==> src/sv/rational_add_reduce_top_defines.svh <==
// Assertion macros for the rational add/reduce block
`ifndef RATIONAL_ADD_REDUCE_TOP_DEFINES_SVH
`define RATIONAL_ADD_REDUCE_TOP_DEFINES_SVH
`define RAR_ASSERT_IMP(label, clk, rst, a, c, msg) \
  label: assert property (@(posedge clk) disable iff (rst) (a) |-> (c)) else $error(msg);
`define RAR_ASSERT_NEXT(label, clk, rst, a, c, msg) \
  label: assert property (@(posedge clk) disable iff (rst) (a) |=> (c)) else $error(msg);
`endif

==> src/sv/rar_pkg.sv <==
// Package: widths and sequencer states for the rational add/reduce block
package rar_pkg;
  localparam int VALUE_BITS = 16;
  localparam int DEN_BITS   = VALUE_BITS - 1;
  localparam int PROD_BITS  = 2 * VALUE_BITS;
  localparam int MAG_BITS   = PROD_BITS + 1;
  localparam int CNT_BITS   = $clog2(MAG_BITS + 1);
  localparam int OUT_NUM_BITS = 32;
  localparam int OUT_DEN_BITS = 30;

  typedef enum logic [3:0] {
    ST_IDLE, ST_MUL1, ST_MUL2, ST_MUL3, ST_SUM,
    ST_GCD, ST_GCD_WAIT, ST_QN, ST_QN_WAIT, ST_QD, ST_QD_WAIT, ST_DONE
  } state_t;

  typedef struct packed {
    logic start;
    logic busy;
    logic done;
  } div_ctl_t;
endpackage

==> src/sv/rar_div.sv <==
// Shared restoring divider: one quotient bit per cycle
module rar_div (
  input  logic clk,
  input  logic rst,
  input  logic start,
  input  logic [rar_pkg::MAG_BITS-1:0] dividend,
  input  logic [rar_pkg::MAG_BITS-1:0] divisor,
  output rar_pkg::div_ctl_t ctl,
  output logic [rar_pkg::MAG_BITS-1:0] quot,
  output logic [rar_pkg::MAG_BITS-1:0] rem
);
  import rar_pkg::*;
  `include "rational_add_reduce_top_defines.svh"

  logic [MAG_BITS-1:0] dvs;
  logic [CNT_BITS-1:0] cnt;
  logic busy;
  logic done;
  logic [MAG_BITS:0] trial;
  logic [MAG_BITS:0] shifted;

  assign shifted = {rem, quot[MAG_BITS-1]};
  assign trial = shifted - {1'b0, dvs};

  always_ff @(posedge clk) begin
    if (rst) begin
      busy <= 1'b0;
      done <= 1'b0;
      cnt <= '0;
    end else begin
      done <= 1'b0;
      if (start && !busy) begin
        busy <= 1'b1;
        cnt <= CNT_BITS'(MAG_BITS);
      end else if (busy) begin
        cnt <= cnt - 1'b1;
        if (cnt == CNT_BITS'(1)) begin
          busy <= 1'b0;
          done <= 1'b1;
        end
      end
    end
  end

  always_ff @(posedge clk) begin
    if (start && !busy) begin
      quot <= dividend;
      rem <= '0;
      dvs <= divisor;
    end else if (busy) begin
      if (!trial[MAG_BITS]) begin
        rem <= trial[MAG_BITS-1:0];
        quot <= {quot[MAG_BITS-2:0], 1'b1};
      end else begin
        rem <= shifted[MAG_BITS-1:0];
        quot <= {quot[MAG_BITS-2:0], 1'b0};
      end
    end
  end

  assign ctl = '{start: start, busy: busy, done: done};

  `RAR_ASSERT_NEXT(a_div_done_pulse, clk, rst, done, !done, "divider done held")
  `RAR_ASSERT_IMP(a_div_done_idle, clk, rst, done, !busy, "divider done while busy")
endmodule

==> src/sv/rational_add_reduce_top.sv <==
// Top level: fraction sum reduced by Euclid's GCD on a shared divider
//   channel | ports                          | handshake
//   in      | num_a den_a num_b den_b        | start && !busy
//   out     | sum_num sum_den                | done (one cycle)
// After the accepting edge the sequencer runs MUL1, MUL2, MUL3 and SUM, then k Euclid
// steps, each a pass of the shared 33-bit bit-serial divider, and two more passes to
// form the quotients, before done. A zero sum goes from SUM straight to DONE.
// rst is synchronous and clears the sequencer. The receiver cannot stall; busy is
// high until the done cycle has passed.
module rational_add_reduce_top (
  input  logic clk,
  input  logic rst,
  input  logic start,
  output logic busy,
  input  logic signed [rar_pkg::VALUE_BITS-1:0] num_a,
  input  logic [rar_pkg::DEN_BITS-1:0] den_a,
  input  logic signed [rar_pkg::VALUE_BITS-1:0] num_b,
  input  logic [rar_pkg::DEN_BITS-1:0] den_b,
  output logic done,
  output logic signed [rar_pkg::OUT_NUM_BITS-1:0] sum_num,
  output logic [rar_pkg::OUT_DEN_BITS-1:0] sum_den
);
  import rar_pkg::*;
  `include "rational_add_reduce_top_defines.svh"

  state_t state, state_next;
  logic signed [VALUE_BITS-1:0] a, c;
  logic [DEN_BITS-1:0] b, d;
  logic signed [PROD_BITS:0] p1, top;
  logic [PROD_BITS-1:0] bottom;
  logic [MAG_BITS-1:0] mag, x, y, g;
  logic neg;
  logic [MAG_BITS-1:0] div_a, div_b, quot, rem;
  logic div_start;
  div_ctl_t dctl;
  logic signed [VALUE_BITS:0] mul_l;
  logic signed [VALUE_BITS:0] mul_r;
  logic signed [PROD_BITS+1:0] mul_p;

  always_comb begin
    unique case (state)
      ST_MUL1: begin
        mul_l = {a[VALUE_BITS-1], a};
        mul_r = {2'b00, d};
      end
      ST_MUL2: begin
        mul_l = {c[VALUE_BITS-1], c};
        mul_r = {2'b00, b};
      end
      default: begin
        mul_l = {2'b00, b};
        mul_r = {2'b00, d};
      end
    endcase
  end
  assign mul_p = mul_l * mul_r;

  rar_div u_div (
    .clk(clk), .rst(rst), .start(div_start), .dividend(div_a), .divisor(div_b),
    .ctl(dctl), .quot(quot), .rem(rem)
  );

  always_comb begin
    state_next = state;
    div_start = 1'b0;
    div_a = x;
    div_b = y;
    unique case (state)
      ST_IDLE: if (start && !busy) state_next = ST_MUL1;
      ST_MUL1: state_next = ST_MUL2;
      ST_MUL2: state_next = ST_MUL3;
      ST_MUL3: state_next = ST_SUM;
      ST_SUM: state_next = (top == '0) ? ST_DONE : ST_GCD;
      ST_GCD: begin
        if (y == '0) begin
          state_next = ST_QN;
        end else begin
          div_start = 1'b1;
          state_next = ST_GCD_WAIT;
        end
      end
      ST_GCD_WAIT: if (dctl.done) state_next = ST_GCD;
      ST_QN: begin
        div_a = mag;
        div_b = g;
        div_start = 1'b1;
        state_next = ST_QN_WAIT;
      end
      ST_QN_WAIT: if (dctl.done) state_next = ST_QD;
      ST_QD: begin
        div_a = {1'b0, bottom};
        div_b = g;
        div_start = 1'b1;
        state_next = ST_QD_WAIT;
      end
      ST_QD_WAIT: if (dctl.done) state_next = ST_DONE;
      ST_DONE: state_next = ST_IDLE;
      default: state_next = ST_IDLE;
    endcase
  end

  always_ff @(posedge clk) begin
    if (rst) begin
      state <= ST_IDLE;
      done <= 1'b0;
    end else begin
      state <= state_next;
      done <= (state == ST_DONE);
    end
  end

  always_ff @(posedge clk) begin
    unique case (state)
      ST_IDLE: if (start && !busy) begin
        a <= num_a;
        c <= num_b;
        b <= (den_a == '0) ? DEN_BITS'(1) : den_a;
        d <= (den_b == '0) ? DEN_BITS'(1) : den_b;
      end
      ST_MUL1: p1 <= mul_p[PROD_BITS:0];
      ST_MUL2: top <= p1 + mul_p[PROD_BITS:0];
      ST_MUL3: bottom <= mul_p[PROD_BITS-1:0];
      ST_SUM: begin
        neg <= top[PROD_BITS];
        mag <= top[PROD_BITS] ? MAG_BITS'(-top) : MAG_BITS'(top);
        x <= top[PROD_BITS] ? MAG_BITS'(-top) : MAG_BITS'(top);
        y <= {1'b0, bottom};
        if (top == '0) begin
          sum_num <= '0;
          sum_den <= OUT_DEN_BITS'(1);
        end
      end
      ST_GCD: if (y == '0) g <= x;
      ST_GCD_WAIT: if (dctl.done) begin
        x <= y;
        y <= rem;
      end
      ST_QN_WAIT: if (dctl.done)
        sum_num <= neg ? OUT_NUM_BITS'(-quot) : OUT_NUM_BITS'(quot);
      ST_QD_WAIT: if (dctl.done) sum_den <= OUT_DEN_BITS'(quot);
      default: ;
    endcase
  end

  assign busy = (state != ST_IDLE) || done;

  `RAR_ASSERT_NEXT(a_done_pulse, clk, rst, done, !done, "done held two cycles")
  `RAR_ASSERT_IMP(a_div_quiet, clk, rst, state == ST_IDLE, !dctl.busy, "divider busy while idle")
  `RAR_ASSERT_IMP(a_den_nonzero, clk, rst, done, sum_den != '0, "zero denominator")
endmodule
==> config.mk <==
export PLATFORM = sky130hd
export DESIGN_NAME = rational_add_reduce_top
export DESIGN_NICKNAME = d
export VERILOG_FILES = /design/src/sv/rar_pkg.sv /design/src/sv/rar_div.sv /design/src/sv/rational_add_reduce_top.sv
export VERILOG_INCLUDE_DIRS = /design/src /design/src/sv
export SDC_FILE = /design/constraint.sdc
export NUM_CORES = 2
export LEC_CHECK = 0
export ABC_AREA = 1
export BUFFER_PORTS_ARGS = -buffer_cell sky130_fd_sc_hd__buf_2
export CORE_AREA = 5 5 348 350
export CTS_BUF_LIST = sky130_fd_sc_hd__clkbuf_4
export CTS_CLUSTER_SIZE = 20
export DETAILED_ROUTE_END_ITERATION = 8
export DIE_AREA = 0 0 353 355
export GPL_TIMING_DRIVEN = 0
export PLACE_DENSITY = 0.57
export SLEW_MARGIN = 20
export SYNTH_ARGS = -nofsm -noshare
export SYNTH_HDL_FRONTEND = slang
export SYNTH_HIERARCHICAL = 1
export SYNTH_SLANG_ARGS = --single-unit
==> constraint.sdc <==
create_clock -name clk -period 7.2 [get_ports clk]
set_input_delay 0.72 -clock clk [delete_from_list [all_inputs] [get_ports clk]]
set_output_delay 0.72 -clock clk [all_outputs]
set_load 0.03 [all_outputs]
======== After elaboration in Yosys (flattened, before gate mapping) ========
Cells that the tools add are included.
storage, ports and cells
  register bits ........................... 467
  bits in latches ......................... 0
  bits in writable memories ............... 0
  bits in read-only memories .............. 0
  bits of input ports ..................... 65
  output and inout bits ................... 64
  logic and storage cells ................. 106
  memories ................................ 0
cells by class
  add/sub/neg operators ................... 5
  $mul .................................... 1
  divide/modulo/power cells ............... 0
  order comparisons ....................... 0
  equality and inequality tests ........... 17
  shift operators ......................... 0
  mux-type cells .......................... 35
  bitwise operators ....................... 1
  reductions and logical operators ........ 24
operators with widths
  kind                                           count
  2-to-1 mux 33 bit                              7
  case mux 33 bit (2 select lines)               3
  2-to-1 mux 32 bit                              3
  zero test 33 bit                               2
  case mux 32 bit (2 select lines)               1
  2-to-1 mux 30 bit                              2
  case mux 30 bit (2 select lines)               1
  case mux 4 bit (11 select lines)               1
  case mux 17 bit (2 select lines)               1
  subtractor 34 x 33 -> 34 bit                   1
  adder 33 bit                                   1
  multiplier 17 x 16 -> 33 bit                   1
  negator 33 bit                                 1
  negator 32 bit                                 1
  zero test 15 bit                               2
  2-to-1 mux 4 bit                               5
  == test 4 x 3 -> 1 bit, second input constant  4
  == test 4 bit, second input constant           4
  2-to-1 mux 15 bit                              1
  2-to-1 mux 6 bit                               2
  == test 4 x 2 -> 1 bit, second input constant  2
  nonzero test 2 bit                             4
  2-to-1 mux 1 bit                               7
  == test 6 x 1 -> 1 bit, second input constant  1
  16 further kinds                               25

======== Logic depth before layout (Yosys ltp) ========
  word-level depth ........................ 6
  gate-level depth with buffers ........... 45
  mapped depth without buffers ............ 43

======== By module ========
Netlist, hierarchy kept.
by module, submodules not included
  module                   times used  cells each  area each (sq um)  seq. area each (sq um)
  rational_add_reduce_top  1           3015        27540.2            10760.3
  rar_div                  1           1078        7352.1             2802.7

======== Worst setup path after synthesis ========
Ideal clock, no wire load.
  path kind ............................... reg2reg
  start ................................... register state[0]
  end ..................................... register top[32], data pin
  library setup time ...................... 0.252 ns
  data arrival time ....................... 7.232 ns
  data required time ...................... 6.948 ns
  slack ................................... -0.284 ns
  cell stages (with the launch flop) ...... 33
  buffers on the path ..................... 2
  period minus slack after synthesis ...... 7.484 ns
  cell sequence ........................... dfxtp_1 > inv_2 > nor2_1 > inv_2 > nor2_8 > buf_4 > a22o_2 > buf_4 > nand2_1 > fa_1 > fa_1 > inv_1 > fa_1 > fa_1 > fa_1 > inv_1 > fa_1 > inv_1 > ha_1 > a21oi_1 > o21ai_0 > a221oi_1 > nand3_1 > nand2_1 > nand2_1 > ha_1 > nand2_1 > inv_1 > nand3_1 > nor4_1 > a21oi_1 > nand3_1 > nand2_1
on the way
  word-level cells in the longest chain between the ends .. 4
  elaborated cells between the ends (all ways) .. 6
  those cells by class .................... add/sub (1); mul (1); eq/ne (2); mux (2)
ends and longest elaborated chain
  element                                                                RTL line                        RTL
  start, declared                                                        rational_add_reduce_top.sv:26   state_t state, state_next;
  start signal, assigned                                                 rational_add_reduce_top.sv:107  state <= state_next;
  == test 4 x 2 -> 1 bit or == test 4 x 1 -> 1 bit (tied branches)       rational_add_reduce_top.sv:41   unique case (state)
  case mux 17 bit (2 select lines) or 2-to-1 mux 15 bit (tied branches)  rational_add_reduce_top.sv:41
  multiplier 17 x 16 -> 33 bit (*)                                       rational_add_reduce_top.sv:56   assign mul_p = mul_l * mul_r;
  net mul_p[29]                                                          rational_add_reduce_top.sv:38   logic signed [PROD_BITS+1:0] mul_p;
  adder 33 bit (*)                                                       rational_add_reduce_top.sv:121  ST_MUL2: top <= p1 + mul_p[PROD_BITS:0];
  end signal, assigned                                                   rational_add_reduce_top.sv:121
  end, declared                                                          rational_add_reduce_top.sv:29   logic signed [PROD_BITS:0] p1, top;
The timed path passes the listed nets; every way through them passes the cells marked *.
A chain may end at the register's enable or synchronous reset.

======== Final worst setup path ========
  start ................................... register state[0]
  end ..................................... register top[25], data pin
Same word-level chain as after synthesis.

==> flow_summary.ini <==
[status]
run_status = finished, violations left
violated_checks = negative setup slack

[drt]
detailed_route_via_count = 29200
route.detailed.wl_per_inst_um = 17.4
detail_route.drc_violations = 0
vias_per_cell = 4.67
drt-initial-drc-count = 2012
antenna_violating_nets_post_route = 0
postRouteWirelength_um = 109000
drtPass1Iterations = 6

[hold_path]
min_from = den_a[9]
min-delay-path-class = in -> reg

[synthesis]
syn-num-nets = 4561
syn-mean-instance-area_um2 = 8.53
post_synthesis_cell_count = 4091
area_of_the_mapped_netlist_um2 = 34900
ys.warnings.count = 6

[clock_network]
clk_path_buf_depth = 3
clkLatencyLatePin_ns = 1.04
htree_levels = 4
clk_pin_slew_ns = 0.07
cts_root_buf = sky130_fd_sc_hd__clkbuf_4
cts_tree = yes
cts.sinks = 467
tritoncts.num_buffers = 131

[critical_path]
worst-path-max-fanout = 7
critPathSlowestCell = sky130_fd_sc_hd__fa_2
worst-endpoint-required_ns = 7.91
startpoint = state[0]
crit_path_end_kind = flip-flop
worst_r2r_startpoint = state[0]
critical_path.max_stage_delay_ns = 0.58
crit_path_frequent_cell = sky130_fd_sc_hd__fa_1
critPathKind = reg -> reg
worst_ep_arrival_time_ns = 8.56
critPathLaunchType = flip-flop

[place]
post_dp_cell_area_um2 = 37800
routability_congestion_estimate = 0.901
detailed_place_hpwl_um = 83200
io_buffers = 128
place.detailed.instances = 5767

[timing]
timing.slew.headroom = 0.326
rsz0062_at_grt = true
timing_hold_violations_final = 0
fin_clk_skew_ns = 0.108
layout_setup_ws_ns = -0.651
min_period_over_period = 1.09
setup-tns-final_ns = -7.60
timing_worst_slew_pin_value_ns = 1.01
timing.hold.ws_ns = 0.0943
final_period_minus_worst_setup_slack_ns = 7.85
max_clock_freq_mhz = 127
drv_slew = 0
final-setup-viol-count = 19

[finish]
layout-drive-gt1-share = 0.211
n_fill_cell = 11900
regArea_um2 = 13600
finish.cell_count_without_fillers = 6255
layout.cells.most_common = sky130_fd_sc_hd__nand2_1
finish.net_count = 5086
multiInputGateArea_um2 = 19800
finish.instance_area_um2 = 44000
area_delta_synth_final_pct = 26.0
most-common-layout-cells = 1066 x sky130_fd_sc_hd__nand2_1, 720 x sky130_fd_sc_hd__inv_1, 421 x sky130_fd_sc_hd__edfxtp_1

[floorplanning]
num_io_pins = 129
die_w_um = 353
core-area_um2 = 117000
design.die.area_um2 = 125000
die-height_um = 355
placementRows = 126
starting_density = 0.297

[grt]
track_usage = 0.170
grt.overflow.total = 0
global_route_wire_length_before_repair_um = 167000
grt_antenna_before_repair = 3
grt_max_degree = 34
first_global_vias = 30200

[job]
max_cap_viol_count = 0
-- sequential cells by signal (all words and copies together) (netlist names), 4 cells and up --
signal and count:
g 33, mag 33, p1 33, top 33, u_div/dvs 33, u_div/quot 33
u_div/rem 33, x 33, y 33, bottom 32, sum_num 32, sum_den 30
a 16, c 16, b 15, d 15, u_div/cnt 6, state 4
-- layer usage --
layer	wire length, um	track usage	share of wire	up-vias
li1	-	-	-	14000
met2	53300	0.302	0.49	956
met5	0	0	0	-
met1	45300	0.207	0.42	14000
met3	5630	0.0259	0.052	237
met4	4620	0.0727	0.042	0
-- through the flow --
stage / setup WS [ns] / utilization
after global placement: -2.05 / 0.319
after global routing: -0.946 / 0.374
after detailed placement: -2.08 / 0.322
after floorplan: 0.00428 / -
after CTS: -0.509 / 0.368
final: -0.651 / 0.374
-- final timing paths --
kind,slack [ns],depth (start not counted),end
worst max register to register,-0.65,36,top[25]
worst max-delay path,-0.65,36,top[25]
worst min register to register,0.41,0,g[0]
worst min-delay path,0.09,2,b[9]
-- critical path, delay by kind of cell (launching register included) --
| family | cells | cell delay [ns] |
|---|---|---|
| AO/OA/AOI/OAI | 7 | 1.44 |
| AND/OR/NAND/NOR | 8 | 0.75 |
| buffers and inverters | 11 | 1.07 |
| flip-flops | 1 | 0.36 |
| XOR/XNOR | 2 | 0.38 |
| adder cells (fa/ha/maj) | 8 | 3.55 |
-- final cells by class --
type	instances	share of cell area
multi-input combinational	2727	0.450
sequential	467	0.309
timing repair buffer	392	0.0755
inverter	779	0.0679
tap	1536	0.0437
clock buffer	184	0.0314
buffer	118	0.0166
clock inverter	42	0.00532
antenna	10	0.000569
-- repair_timing --
item                       CTS  global route
pin swaps                  132            41
hold buffers                60             0
setup endpoints to repair   59            24
buffers inserted           154            32
gates resized for setup    375           112
cloned                       6             0
hold endpoints to repair    60             0
Power is not shown: default switching activity piles up to over one toggle a cycle in this logic, so the estimate is an artifact.
